==> src/hw/rtl/barometric_pressure_compensation_defines.svh <==
// Assertion helpers shared by the pressure compensation RTL.
// Each macro expects clk and rst_n in scope.
`ifndef BAROMETRIC_PRESSURE_COMPENSATION_DEFINES_SVH
`define BAROMETRIC_PRESSURE_COMPENSATION_DEFINES_SVH

// Same-cycle implication
`define BPC_ASSERT_NOW(label, ante, cons, msg) \
    label: assert property (@(posedge clk) disable iff (!rst_n) (ante) |-> (cons)) \
        else $error(msg);

// Next-cycle implication
`define BPC_ASSERT_NEXT(label, ante, cons, msg) \
    label: assert property (@(posedge clk) disable iff (!rst_n) (ante) |=> (cons)) \
        else $error(msg);

`endif

==> src/hw/rtl/bpc_pkg.sv <==
`default_nettype none

package bpc_pkg;

    // Temperature thresholds in 0.01 degC
    localparam int TEMP_REF      = 2000;
    localparam int TEMP_VERY_LOW = -1500;

    // Calibration register map (byte address = 4 * index)
    typedef enum logic [2:0] {
        REG_C1 = 3'd0,
        REG_C2 = 3'd1,
        REG_C3 = 3'd2,
        REG_C4 = 3'd3,
        REG_C5 = 3'd4,
        REG_C6 = 3'd5
    } reg_idx_t;

    // Factory calibration words
    typedef struct packed {
        logic [15:0] c1;
        logic [15:0] c2;
        logic [15:0] c3;
        logic [15:0] c4;
        logic [15:0] c5;
        logic [15:0] c6;
    } cal_t;

    // Beat handed from the temperature front end to the pressure back end
    typedef struct packed {
        logic        [23:0] d1;      // raw pressure
        logic signed [20:0] temp_c;  // temperature after second-order term
        logic        [35:0] a2;      // (TEMP - 2000)^2
        logic        [35:0] b2;      // (TEMP + 1500)^2
        logic               lt_ref;  // TEMP below 20.00 degC
        logic               lt_low;  // TEMP below -15.00 degC
        logic signed [35:0] off;     // first-order offset
        logic signed [35:0] sens;    // first-order sensitivity
    } front_t;

endpackage

`default_nettype wire

==> src/hw/rtl/bpc_regs.sv <==
`default_nettype none

module bpc_regs (
    input  wire logic             clk,
    input  wire logic             rst_n,
    input  wire logic             psel,
    input  wire logic             penable,
    input  wire logic             pwrite,
    input  wire logic [4:0]       paddr,
    input  wire logic [31:0]      pwdata,
    output logic      [31:0]      prdata,
    output logic                  pready,
    output bpc_pkg::cal_t         cal
);

    bpc_pkg::cal_t     cal_reg;
    bpc_pkg::reg_idx_t idx;
    logic              wr_en;

    assign idx    = bpc_pkg::reg_idx_t'(paddr[4:2]);
    assign wr_en  = psel && penable && pwrite;
    assign pready = 1'b1;
    assign cal    = cal_reg;

    // Register writes; indexes past the map are dropped
    always_ff @(posedge clk or negedge rst_n)
    begin
        if (!rst_n)
        begin
            cal_reg <= '0;
        end
        else if (wr_en)
        begin
            unique case (idx)
                bpc_pkg::REG_C1: cal_reg.c1 <= pwdata[15:0];
                bpc_pkg::REG_C2: cal_reg.c2 <= pwdata[15:0];
                bpc_pkg::REG_C3: cal_reg.c3 <= pwdata[15:0];
                bpc_pkg::REG_C4: cal_reg.c4 <= pwdata[15:0];
                bpc_pkg::REG_C5: cal_reg.c5 <= pwdata[15:0];
                bpc_pkg::REG_C6: cal_reg.c6 <= pwdata[15:0];
                default:         ;
            endcase
        end
    end

    // Read-back mux
    always_comb
    begin
        unique case (idx)
            bpc_pkg::REG_C1: prdata = {16'h0000, cal_reg.c1};
            bpc_pkg::REG_C2: prdata = {16'h0000, cal_reg.c2};
            bpc_pkg::REG_C3: prdata = {16'h0000, cal_reg.c3};
            bpc_pkg::REG_C4: prdata = {16'h0000, cal_reg.c4};
            bpc_pkg::REG_C5: prdata = {16'h0000, cal_reg.c5};
            bpc_pkg::REG_C6: prdata = {16'h0000, cal_reg.c6};
            default:         prdata = '0;
        endcase
    end

endmodule

`default_nettype wire

==> config.mk <==
export PLATFORM = sky130hd
export DESIGN_NAME = bpc_regs
export DESIGN_NICKNAME = d
export VERILOG_FILES = /design/src/hw/rtl/barometric_pressure_compensation_defines.svh /design/src/hw/rtl/bpc_pkg.sv /design/src/hw/rtl/bpc_regs.sv
export SDC_FILE = /design/constraint.sdc
export NUM_CORES = 1
export LEC_CHECK = 0
export ABC_AREA = 1
export BUFFER_PORTS_ARGS = -buffer_cell sky130_fd_sc_hd__buf_2
export CORE_UTILIZATION = 45
export DETAILED_ROUTE_END_ITERATION = 8
export MAX_ROUTING_LAYER = met4
export PLACE_DENSITY = 0.73
export SLEW_MARGIN = 20
export SYNTH_ARGS = -nofsm -noshare
export SYNTH_HDL_FRONTEND = slang
export SYNTH_SLANG_ARGS = --single-unit
==> constraint.sdc <==
create_clock -name clk -period 1 [get_ports clk]
set_input_delay 0 -clock clk [delete_from_list [all_inputs] [get_ports clk]]
set_output_delay 0 -clock clk [all_outputs]
set_load 0.02 [all_outputs]
==> summary.txt <==
Hold Path Class: in -> async
Count of final setup violators: 77
Reg2reg end: cal[83]
Final Skew: 0 ns
Die width: 108 um
Final WL: 18100 um
Final Hold Viols: 0
Dpl hpwl: 11600 um
Yosys warnings: 0
Setup CP Type: reg -> out
Seq/Total Area, Yosys: 47.4%
Yosys top cell area share: 47.4%
Initial drt markers: 427
Root buf cell: clkbuf_8
Final cell count without fillers: 1003
Total Routing Usage GR: 32.1%
Status: finished with violations
Worst skew pair latency: 0.37 ns
Starting density of the core: 46.5%
Clock Power Share: 23.4%
Placed Cells: 911
Setup ws final: -0.370 ns
Vias/cell: 5.52
Net Sw Frac: 35.4%
Avg Inst Size Synth: 8.15 um2
Number of flip-flops in the largest register: 96
Placed cell areas: 0.00615 mm2
IO Pins: 171
Final worst-path cycle share: 137%
Clk buf depth: 2
GP Congestion: 0.942
CTS tree: yes
Element type at the critical path start: flop
Max VDD drop: 1.08 mV
Vias in the first global route: 5397
Final min period: 1.37 ns
Part of the power in combinational logic: 40.6%
Synth area leaders: dfrtp_1 47%, nand2_1 15%, o21ai_0 6.2%, nand4_1 4.7%, nand3_1 3.9%
Layout Cell Area excl Fill: 0.00785 mm2
Synth Register Bits: 96
Routed len/inst: 18.0 um
DR vias: 5539
Hold_ws: 0.189 ns
Core area: 0.0109 mm2
Die Span Y: 108 um
Final count of pins violating max slew: 0
Site row count: 38
Worst slack, placed: -0.190 ns
Grt total ovfl: 0
PwrDens: 1850 mW/mm2
Reg-to-Reg Start: cal[83]
Share of cells above drive strength 1: 38.5%
Layout Area Growth over Synthesis: 55.0%
Cell taking the most area after synthesis: dfrtp_1
FF-to-FF setup slack: 0.04 ns
Fillers: 777
# diodes: 0
Sw power: 5.13 mW
Residual DRC: 0
Power Total: 14.5 mW
First-pass GRT wire length: 27600 um
Die area: 0.0117 mm2
Clk slew on worst S/H paths: 0.10 ns
CP arrival: 1.37 ns
Drt first pass iters: 5
Port bufs: 135
Max_cap viols: 0
Post-Syn Area: 0.00506 mm2
Cell count after synthesis: 621
RSZ-0062 raised after global routing: true
# H-tree levels: 3
CP endpoint kind: output port
Clock tree sinks: 96
Final #Nets: 900
ANT nets after route: 0
P_int: 9.36 mW
Sequential Power Share: 35.9%
Failing checks: setup timing
Leak pwr: 4.19 nW
Highest fanout seen on the critical path: 2
Initial antenna violation count: 0
Pin count of the biggest net entering global routing: 59
Worst Path Required: 1.00 ns
Synth unique cells: 24
R2r worst-path depth: 4
Max Clock Freq: 730 MHz
TritonCTS Buffers: 9
-- cell usage in the layout, fill, tap and decap left out, types with 2 or more instances in the layout --
cell	instances
nor2_4	4
o21ai_2	16
nand2_2	12
conb_1	17
nor2_1	13
nand2_1	194
clkinvlp_4	2
clkbuf_8	9
inv_4	3
buf_6	137
nand3_1	33
o21ai_0	63
buf_2	58
nor2_8	4
a21oi_1	9
nand2_4	2
inv_1	32
nor2_2	12
buf_4	44
bufinv_16	4
dlygate4sd3_1	19
buf_12	12
dfrtp_1	96
nand3_2	6
o21ai_1	17
nand3_4	3
nand4_1	38
-- cell type report --
| type | count | area [um2] | area share, % |
|---|---|---|---|
| clock buffers | 9 | 124 | 1.58 |
| clock inverters | 7 | 144 | 1.83 |
| inverters | 36 | 143 | 1.82 |
| multi-input cells | 445 | 2260 | 28.9 |
| flip-flops and latches | 96 | 2400 | 30.6 |
| well taps | 140 | 175 | 2.23 |
| repair buffers | 270 | 2590 | 33.1 |
-- per-stage QoR --
stage / setup TNS, ns / util, %
floorplan: 0 / -
global placement: -7.24 / 56.5
detailed placement: -10.19 / 56.5
CTS: -6.14 / 69.8
global route: -8.85 / 72.1
finish: -6.93 / 72.1
-- cell usage after synthesis, drive strengths merged --
| cell | number |
|---|---|
| clkbuf | 8 |
| buf | 51 |
| dfrtp | 96 |
| inv | 36 |
| nand2 | 208 |
| nand3 | 42 |
| nor3 | 1 |
| nand4 | 38 |
| nor2 | 33 |
| a21oi | 10 |
| conb | 2 |
| o21ai | 96 |
-- how the worst max path moves through the flow --
stage | from | to | slack, ns
3_3_place_gp | paddr[2] | cal[27] | -0.17
3_5_place_dp | paddr[2] | cal[22] | -0.19
4_1_cts | cal[93] | prdata[13] | -0.30
5_1_grt | cal[79] | prdata[15] | -0.41
2_1_floorplan | paddr[4] | cal[76] | 0.13
6_report | cal[47] | prdata[15] | -0.37
-- routing by layer --
layer	routed length (um)	GRT usage (%)	up-vias
li1	-	-	2488
met1	6850	37.9	2643
met2	9020	53.4	351
met3	1590	5.61	57
met4	622	14.5	0
met5	0	-	-
-- power groups by stage --
stage	logic (mW)	registers (mW)	clock network, mW
final	5.89	5.21	3.39
after detailed placement	3.87	5.26	0
after global placement	3.79	5.24	0
after floorplan	1.32	6.09	0
after CTS	5.52	5.14	3.39
after global routing	6.27	5.28	3.55
-- logic make-up (layout without fill, tap and decap cells) --
| logic type | count (synthesis) | in the layout | share of synthesized area, % |
|---|---|---|---|
| AND/OR/NAND/NOR | 322 | 322 | 29.7 |
| AO/OA/AOI/OAI | 106 | 106 | 11.7 |
| flip-flops | 96 | 96 | 47.4 |
| buffers and inverters | 95 | 322 | 11.0 |
| other | 2 | 17 | 0.148 |
-- worst max-delay path, stage by stage, from the launching register on --
cell	delay [ns]
dfrtp_1	0.41
nand4_1	0.10
nand2_1	0.09
nor2_2	0.16
nand2_2	0.09
buf_6	0.14
-- repair_timing --
item | 4_1_cts | 5_1_grt
buffers inserted | 50 | 34
cloned | 0 | 0
hold endpoints to repair | 191 | 0
endpoints found under the setup margin | 31 | 77
gates resized for setup | 206 | 57
pin swaps | 64 | 29
hold buffers | 19 | 0
No activity file was read; power rests on OpenSTA's default activity.
