<file path="src/hw/rtl/barometric_pressure_compensation_defines.svh">
// Assertion helpers shared by the pressure compensation RTL.
// Each macro expects clk and rst_n in scope.
`ifndef BAROMETRIC_PRESSURE_COMPENSATION_DEFINES_SVH
`define BAROMETRIC_PRESSURE_COMPENSATION_DEFINES_SVH

// Same-cycle implication
`define BPC_ASSERT_NOW(label, ante, cons, msg) \
    label: assert property (@(posedge clk) disable iff (!rst_n) (ante) |-> (cons)) \
        else $error(msg);

// Next-cycle implication
`define BPC_ASSERT_NEXT(label, ante, cons, msg) \
    label: assert property (@(posedge clk) disable iff (!rst_n) (ante) |=> (cons)) \
        else $error(msg);

`endif

</file>
<file path="src/hw/rtl/bpc_pkg.sv">
`default_nettype none

package bpc_pkg;

    // Temperature thresholds in 0.01 degC
    localparam int TEMP_REF      = 2000;
    localparam int TEMP_VERY_LOW = -1500;

    // Calibration register map (byte address = 4 * index)
    typedef enum logic [2:0] {
        REG_C1 = 3'd0,
        REG_C2 = 3'd1,
        REG_C3 = 3'd2,
        REG_C4 = 3'd3,
        REG_C5 = 3'd4,
        REG_C6 = 3'd5
    } reg_idx_t;

    // Factory calibration words
    typedef struct packed {
        logic [15:0] c1;
        logic [15:0] c2;
        logic [15:0] c3;
        logic [15:0] c4;
        logic [15:0] c5;
        logic [15:0] c6;
    } cal_t;

    // Beat handed from the temperature front end to the pressure back end
    typedef struct packed {
        logic        [23:0] d1;      // raw pressure
        logic signed [20:0] temp_c;  // temperature after second-order term
        logic        [35:0] a2;      // (TEMP - 2000)^2
        logic        [35:0] b2;      // (TEMP + 1500)^2
        logic               lt_ref;  // TEMP below 20.00 degC
        logic               lt_low;  // TEMP below -15.00 degC
        logic signed [35:0] off;     // first-order offset
        logic signed [35:0] sens;    // first-order sensitivity
    } front_t;

endpackage

`default_nettype wire

</file>
<file path="src/hw/rtl/bpc_back.sv">
`default_nettype none
`include "barometric_pressure_compensation_defines.svh"

// Stages 5-10: OFF2/SENS2, corrected OFF/SENS, split D1*SENS product,
// >>21 and subtract OFF, >>15 with saturation into the output register.
module bpc_back (
    input  wire logic              clk,
    input  wire logic              rst_n,
    input  wire logic              front_valid,
    input  wire bpc_pkg::front_t   front_data,
    output logic                   up_en,
    output logic                   result_valid,
    input  wire logic              result_stall,
    output logic signed [19:0]     temperature_centideg,
    output logic signed [31:0]     pressure_centimbar
);

    logic en5, en6, en7, en8, en9, en10;
    logic s5_vld_reg, s6_vld_reg, s7_vld_reg, s8_vld_reg, s9_vld_reg, out_vld_reg;

    assign en10  = !out_vld_reg || !result_stall;
    assign en9   = !s9_vld_reg || en10;
    assign en8   = !s8_vld_reg || en9;
    assign en7   = !s7_vld_reg || en8;
    assign en6   = !s6_vld_reg || en7;
    assign en5   = !s5_vld_reg || en6;
    assign up_en = en5;

    always_ff @(posedge clk or negedge rst_n)
    begin
        if (!rst_n)
        begin
            s5_vld_reg  <= 1'b0;
            s6_vld_reg  <= 1'b0;
            s7_vld_reg  <= 1'b0;
            s8_vld_reg  <= 1'b0;
            s9_vld_reg  <= 1'b0;
            out_vld_reg <= 1'b0;
        end
        else
        begin
            if (en5)  s5_vld_reg  <= front_valid;
            if (en6)  s6_vld_reg  <= s5_vld_reg;
            if (en7)  s7_vld_reg  <= s6_vld_reg;
            if (en8)  s8_vld_reg  <= s7_vld_reg;
            if (en9)  s9_vld_reg  <= s8_vld_reg;
            if (en10) out_vld_reg <= s9_vld_reg;
        end
    end

    // Stage 5: OFF2 = 5a^2/2 (+7b^2), SENS2 = 5a^2/4 (+11b^2/2)
    logic        [38:0] a2x5, b2x7;
    logic        [39:0] b2x11;
    logic        [40:0] s5_off2_next, s5_off2_reg;
    logic        [40:0] s5_sens2_next, s5_sens2_reg;
    logic signed [35:0] s5_off_reg, s5_sens_reg;
    logic signed [20:0] s5_temp_reg;
    logic        [23:0] s5_d1_reg;

    assign a2x5  = {3'b000, front_data.a2} + {1'b0, front_data.a2, 2'b00};
    assign b2x7  = {front_data.b2, 3'b000} - {3'b000, front_data.b2};
    assign b2x11 = {1'b0, front_data.b2, 3'b000} + {3'b000, front_data.b2, 1'b0}
                 + {4'h0, front_data.b2};

    always_comb
    begin
        s5_off2_next  = '0;
        s5_sens2_next = '0;
        if (front_data.lt_ref)
        begin
            s5_off2_next  = {3'b000, a2x5[38:1]}
                          + (front_data.lt_low ? {2'b00, b2x7} : 41'd0);
            s5_sens2_next = {4'h0, a2x5[38:2]}
                          + (front_data.lt_low ? {2'b00, b2x11[39:1]} : 41'd0);
        end
    end

    always_ff @(posedge clk)
    begin
        if (en5)
        begin
            s5_off2_reg  <= s5_off2_next;
            s5_sens2_reg <= s5_sens2_next;
            s5_off_reg   <= front_data.off;
            s5_sens_reg  <= front_data.sens;
            s5_temp_reg  <= front_data.temp_c;
            s5_d1_reg    <= front_data.d1;
        end
    end

    // Stage 6: OFF -= OFF2, SENS -= SENS2
    logic signed [41:0] s6_off_next, s6_off_reg;
    logic signed [41:0] s6_sens_next, s6_sens_reg;
    logic signed [20:0] s6_temp_reg;
    logic        [23:0] s6_d1_reg;

    assign s6_off_next  = $signed({{6{s5_off_reg[35]}}, s5_off_reg})
                        - $signed({1'b0, s5_off2_reg});
    assign s6_sens_next = $signed({{6{s5_sens_reg[35]}}, s5_sens_reg})
                        - $signed({1'b0, s5_sens2_reg});

    always_ff @(posedge clk)
    begin
        if (en6)
        begin
            s6_off_reg  <= s6_off_next;
            s6_sens_reg <= s6_sens_next;
            s6_temp_reg <= s5_temp_reg;
            s6_d1_reg   <= s5_d1_reg;
        end
    end

    // Stage 7: D1*SENS as two partial products (SENS split at bit 21)
    logic        [44:0] s7_pplo_next, s7_pplo_reg;
    logic signed [45:0] s7_pphi_next, s7_pphi_reg;
    logic signed [41:0] s7_off_reg;
    logic signed [20:0] s7_temp_reg;

    assign s7_pplo_next = s6_d1_reg * s6_sens_reg[20:0];
    assign s7_pphi_next = $signed({1'b0, s6_d1_reg}) * $signed(s6_sens_reg[41:21]);

    always_ff @(posedge clk)
    begin
        if (en7)
        begin
            s7_pplo_reg <= s7_pplo_next;
            s7_pphi_reg <= s7_pphi_next;
            s7_off_reg  <= s6_off_reg;
            s7_temp_reg <= s6_temp_reg;
        end
    end

    // Stage 8: (D1*SENS) >> 21 = hi + (lo >> 21), exact since lo >= 0
    logic signed [46:0] s8_q_next, s8_q_reg;
    logic signed [41:0] s8_off_reg;
    logic signed [20:0] s8_temp_reg;

    assign s8_q_next = $signed({s7_pphi_reg[45], s7_pphi_reg})
                     + $signed({23'd0, s7_pplo_reg[44:21]});

    always_ff @(posedge clk)
    begin
        if (en8)
        begin
            s8_q_reg    <= s8_q_next;
            s8_off_reg  <= s7_off_reg;
            s8_temp_reg <= s7_temp_reg;
        end
    end

    // Stage 9: subtract OFF
    logic signed [47:0] s9_x_next, s9_x_reg;
    logic signed [20:0] s9_temp_reg;

    assign s9_x_next = $signed({s8_q_reg[46], s8_q_reg})
                     - $signed({{6{s8_off_reg[41]}}, s8_off_reg});

    always_ff @(posedge clk)
    begin
        if (en9)
        begin
            s9_x_reg    <= s9_x_next;
            s9_temp_reg <= s8_temp_reg;
        end
    end

    // Stage 10: >> 15, saturate both results
    logic        [32:0] p_wide;
    logic signed [31:0] press_next, press_reg;
    logic signed [19:0] temp_next, temp_reg;

    assign p_wide = s9_x_reg[47:15];

    always_comb
    begin
        if (p_wide[32] != p_wide[31])
        begin
            press_next = p_wide[32] ? 32'sh8000_0000 : 32'sh7FFF_FFFF;
        end
        else
        begin
            press_next = p_wide[31:0];
        end

        if (s9_temp_reg[20] != s9_temp_reg[19])
        begin
            temp_next = s9_temp_reg[20] ? 20'sh80000 : 20'sh7FFFF;
        end
        else
        begin
            temp_next = s9_temp_reg[19:0];
        end
    end

    always_ff @(posedge clk)
    begin
        if (en10)
        begin
            press_reg <= press_next;
            temp_reg  <= temp_next;
        end
    end

    assign result_valid         = out_vld_reg;
    assign temperature_centideg = temp_reg;
    assign pressure_centimbar   = press_reg;

    // Checks: a full stage that cannot advance keeps its beat
    `BPC_ASSERT_NEXT(a_s5_hold, s5_vld_reg && !en6, s5_vld_reg,
        "stage 5 beat lost under stall")
    `BPC_ASSERT_NEXT(a_s9_hold, s9_vld_reg && !en10, s9_vld_reg && $stable(s9_x_reg),
        "stage 9 beat changed under stall")

endmodule

`default_nettype wire

</file>
<file path="config.mk">
export PLATFORM = sky130hd
export DESIGN_NAME = bpc_back
export DESIGN_NICKNAME = d
export VERILOG_FILES = /design/src/hw/rtl/bpc_pkg.sv /design/src/hw/rtl/bpc_back.sv
export VERILOG_INCLUDE_DIRS = /design/src /design/src/hw/rtl
export SDC_FILE = /design/constraint.sdc
export NUM_CORES = 2
export LEC_CHECK = 0
export ABC_AREA = 1
export BUFFER_PORTS_ARGS = -buffer_cell sky130_fd_sc_hd__buf_2
export CAP_MARGIN = 25
export CORE_UTILIZATION = 30
export CTS_CLUSTER_SIZE = 25
export DETAILED_ROUTE_END_ITERATION = 12
export GPL_TIMING_DRIVEN = 0
export PLACE_DENSITY = 0.45
export SETUP_SLACK_MARGIN = 0.5
export SLEW_MARGIN = 20
export SYNTH_ARGS = -nofsm -noshare
export SYNTH_HDL_FRONTEND = slang
export SYNTH_SLANG_ARGS = --single-unit
</file>
<file path="constraint.sdc">
create_clock -name clk -period 38.4 [get_ports clk]
set_input_delay 3.84 -clock clk [delete_from_list [all_inputs] [get_ports clk]]
set_output_delay 3.84 -clock clk [all_outputs]
set_load 0.005 [all_outputs]
</file>
==> summary.txt <==
Routing
  • DRT Wirelength: 312,000 um
  • WL/cell: 22.5 um
  • Post-detailed-route via-to-cell ratio: 4.84
  • DRC viols: 18
  • Via count: 67,064
  • DRT antenna net count: 0
  • DR pass1 iterations: 10
  • Iteration-0 DRC Markers: 5,235

Placed design
  • Port Buf Inserts: 247
  • DP HPWL: 266,000 um
  • DP Cell Count: 13,692
  • Global placement routability congestion: 0.979

Worst setup path
  • Critical R2R Capture: s7_pplo_reg[39]$_DFFE_PP_
  • Crit path launch type: input pin
  • WS Path Type: input pin to output port
  • CP Max Fanout: 42
  • Slowest cell on the critical path: nor2_1
  • Cell mode on critical path: nor2_1
  • Worst Setup SP: result_stall
  • RR Startpoint: s6_d1_reg[16]$_DFFE_PP_
  • Setup slack, reg-to-reg: 30.16 ns
  • Worst setup EP type: output port
  • Cell family with most CP delay: simple AND/OR/NAND/NOR gates
  • Arrival @ worst endpoint: 6.86 ns
  • Worst endpoint required time: 34.56 ns
  • Crit path cell chain: buf_2 -> nand2_4 -> buf_12 -> nor2_1 -> inv_4 -> nor2_1 -> inv_6 -> nor2_1 -> inv_8 -> nor2_1 -> nand2_4 -> buf_12 -> buf_2
  • Worst Reg-to-Reg Cells: 23
  • Slowest stage delay, CP: 0.48 ns
  • CP bufs+invs: 7

Synth
  • Post-Syn Area: 79,900 um2
  • Cells after Synth: 9,879
  • Most used DFF post-synth: edfxtp_1
  • Synth Area in Adders: 32.3%
  • Number of synthesized flops with an enable pin: 675
  • Yosys reg bits: 681
  • Combinational family with the most area after synthesis: adder cells
  • Syn nets: 11,617
  • Mux cell area share after synthesis: 0%
  • Mean Syn Cell Area: 8.09 um2
  • Yosys warns: 0
  • Yosys top cell area share: 25.4%
  • Post-synthesis sequential area ratio: 25.5%
  • Yosys top cell by area: edfxtp_1
  • Synth Area in Simple Gates: 18.0%
  • Synth Area in Compound Gates: 9.39%
  • Area contributors post-synth: edfxtp_1, fa_1, inv_1, ha_1, nand2_1
  • Async SR Flop Fraction: 0.881%
  • Distinct cells, synth: 63
  • Xor and xnor fraction of the mapped netlist area: 2.96%

Global route
  • First-pass GRT wire length: 457,000 um
  • Largest net degree at the start of global routing: 96
  • Initial antenna violation count: 10
  • Total gr overflow: 0
  • Vias in the first global route: 68,898
  • GRT Overall Usage: 23.1%

Die
  • I/O pin cnt: 249
  • Die area: 269,000 um2
  • Initial Util: 30.2%
  • Core ar.: 265,000 um2
  • Rows: 189
  • Die width: 518 um
  • Die Y: 518 um

Cells and area
  • Layout area overhead: 11.1%
  • Most frequent cells in the layout: inv_1, nand2_1, fa_1
  • Commonest non-fill, non-tap cell in the layout: inv_1
  • Finished Layout Cells: 13,849
  • Share of cells above drive strength 1: 5.23%
  • Largest register FFs: 47
  • Final Util: 33.5%
  • Nets: 11,982
  • Fill cells: 28,306

Timing
  • Max_slew headroom: 20.1%
  • Fin Clk Skew: 0.0613 ns
  • Fin Setup TNS: 0 ns
  • Slew Viols, Final: 0
  • Final setup violating endpoints: 0
  • Period utilization: 27.9%
  • Slew @ Worst Pin: 1.20 ns
  • Final worst path period need: 10.70 ns
  • Final hold vios: 0
  • Max Clk Rate: 0.0934 GHz
  • RSZ-0062 raised after global routing: no

Outcome
  • Failing checks: design-rule violations
  • Status: finished with violations

Clocking
  • Hold buffers post-CTS: 0
  • Clock latency on the worst-skew pair: 0.71 ns
  • Post-CTS Setup Inserts: 0
  • CTS tree: done
  • CTS sink count: 681
  • H-tree level count: 3
  • # resized after CTS: 0
  • Reg clk slew, reported paths: 0.06 ns
  • Total CTS buffers: 81
  • Max Root-Sink Buffers: 3
  • CTS root buf: clkbuf_16

Worst hold path
  • Worst hold path class: flop to flop
  • Hold Path Cell Cnt: 0
  • Worst Min Path Start: s7_off_reg[23]$_DFFE_PP_
  • Worst Hold End: s8_off_reg[23]$_DFFE_PP_

Job
  • Max-cap violation count: 0
-- worst max path at each step --
stage	slack [ns]	end	depth (start not counted)
finish	27.70	up_en	13
global route	27.38	up_en	13
CTS	27.58	up_en	13
detailed placement	27.58	up_en	13
global placement	11.55	up_en	11
floorplan	18.78	up_en	9
-- per-stage QoR --
step	instance area (um2)	hold WS, ns	setup WS, ns
finish	88800	0.372	27.70
CTS	88800	0.358	27.58
global route	88800	0.380	27.38
floorplan	79900	0.400	18.78
global placement	85600	0.400	11.55
detailed placement	86200	0.405	27.58
-- cells in the mapped netlist (80+ instances only) --
master and count:
edfxtp_1 675, nor3_1 80, a31oi_1 94, nand3_1 262, a21oi_1 579, clkbuf_1 227
fa_1 870, o21ai_0 356, nor2_1 804, ha_1 673, xor2_1 179, xnor2_1 89
nand2_1 2225, inv_1 2271
-- layer usage --
metal	part of all wire [%]	wire, um	vias to the layer above	GRT usage (%)
li1	-	-	31555	-
met1	45	140000	33081	31.5
met2	46	144000	2077	38.1
met3	5.8	18200	345	2.72
met4	3.1	9680	6	6.87
met5	0.015	47	-	0
-- logic make-up (layout without fill, tap and decap cells) --
kind of cell	Yosys count	after routing
AND/OR/NAND/NOR	3555	3555
adder cells (fa/ha/maj)	1543	1543
other	0	8
buffers and inverters	2511	2940
XOR/XNOR	269	269
flip-flops	681	681
AO/OA/AOI/OAI	1320	1320
-- layout make-up --
class	count	area, um2	share of cell area (%)
well taps	3533	4420	4.98
flip-flops and latches	681	20400	23.0
multi-input cells	6687	50100	56.4
inverters	2280	8580	9.66
diodes	8	20.0	0.0225
clock buffers	102	2130	2.40
repair buffers	282	1770	1.99
plain buffers	231	887	0.999
clock inverters	45	468	0.527
Power is not shown: default switching activity piles up to over one toggle a cycle in this logic, so the estimate is an artifact.
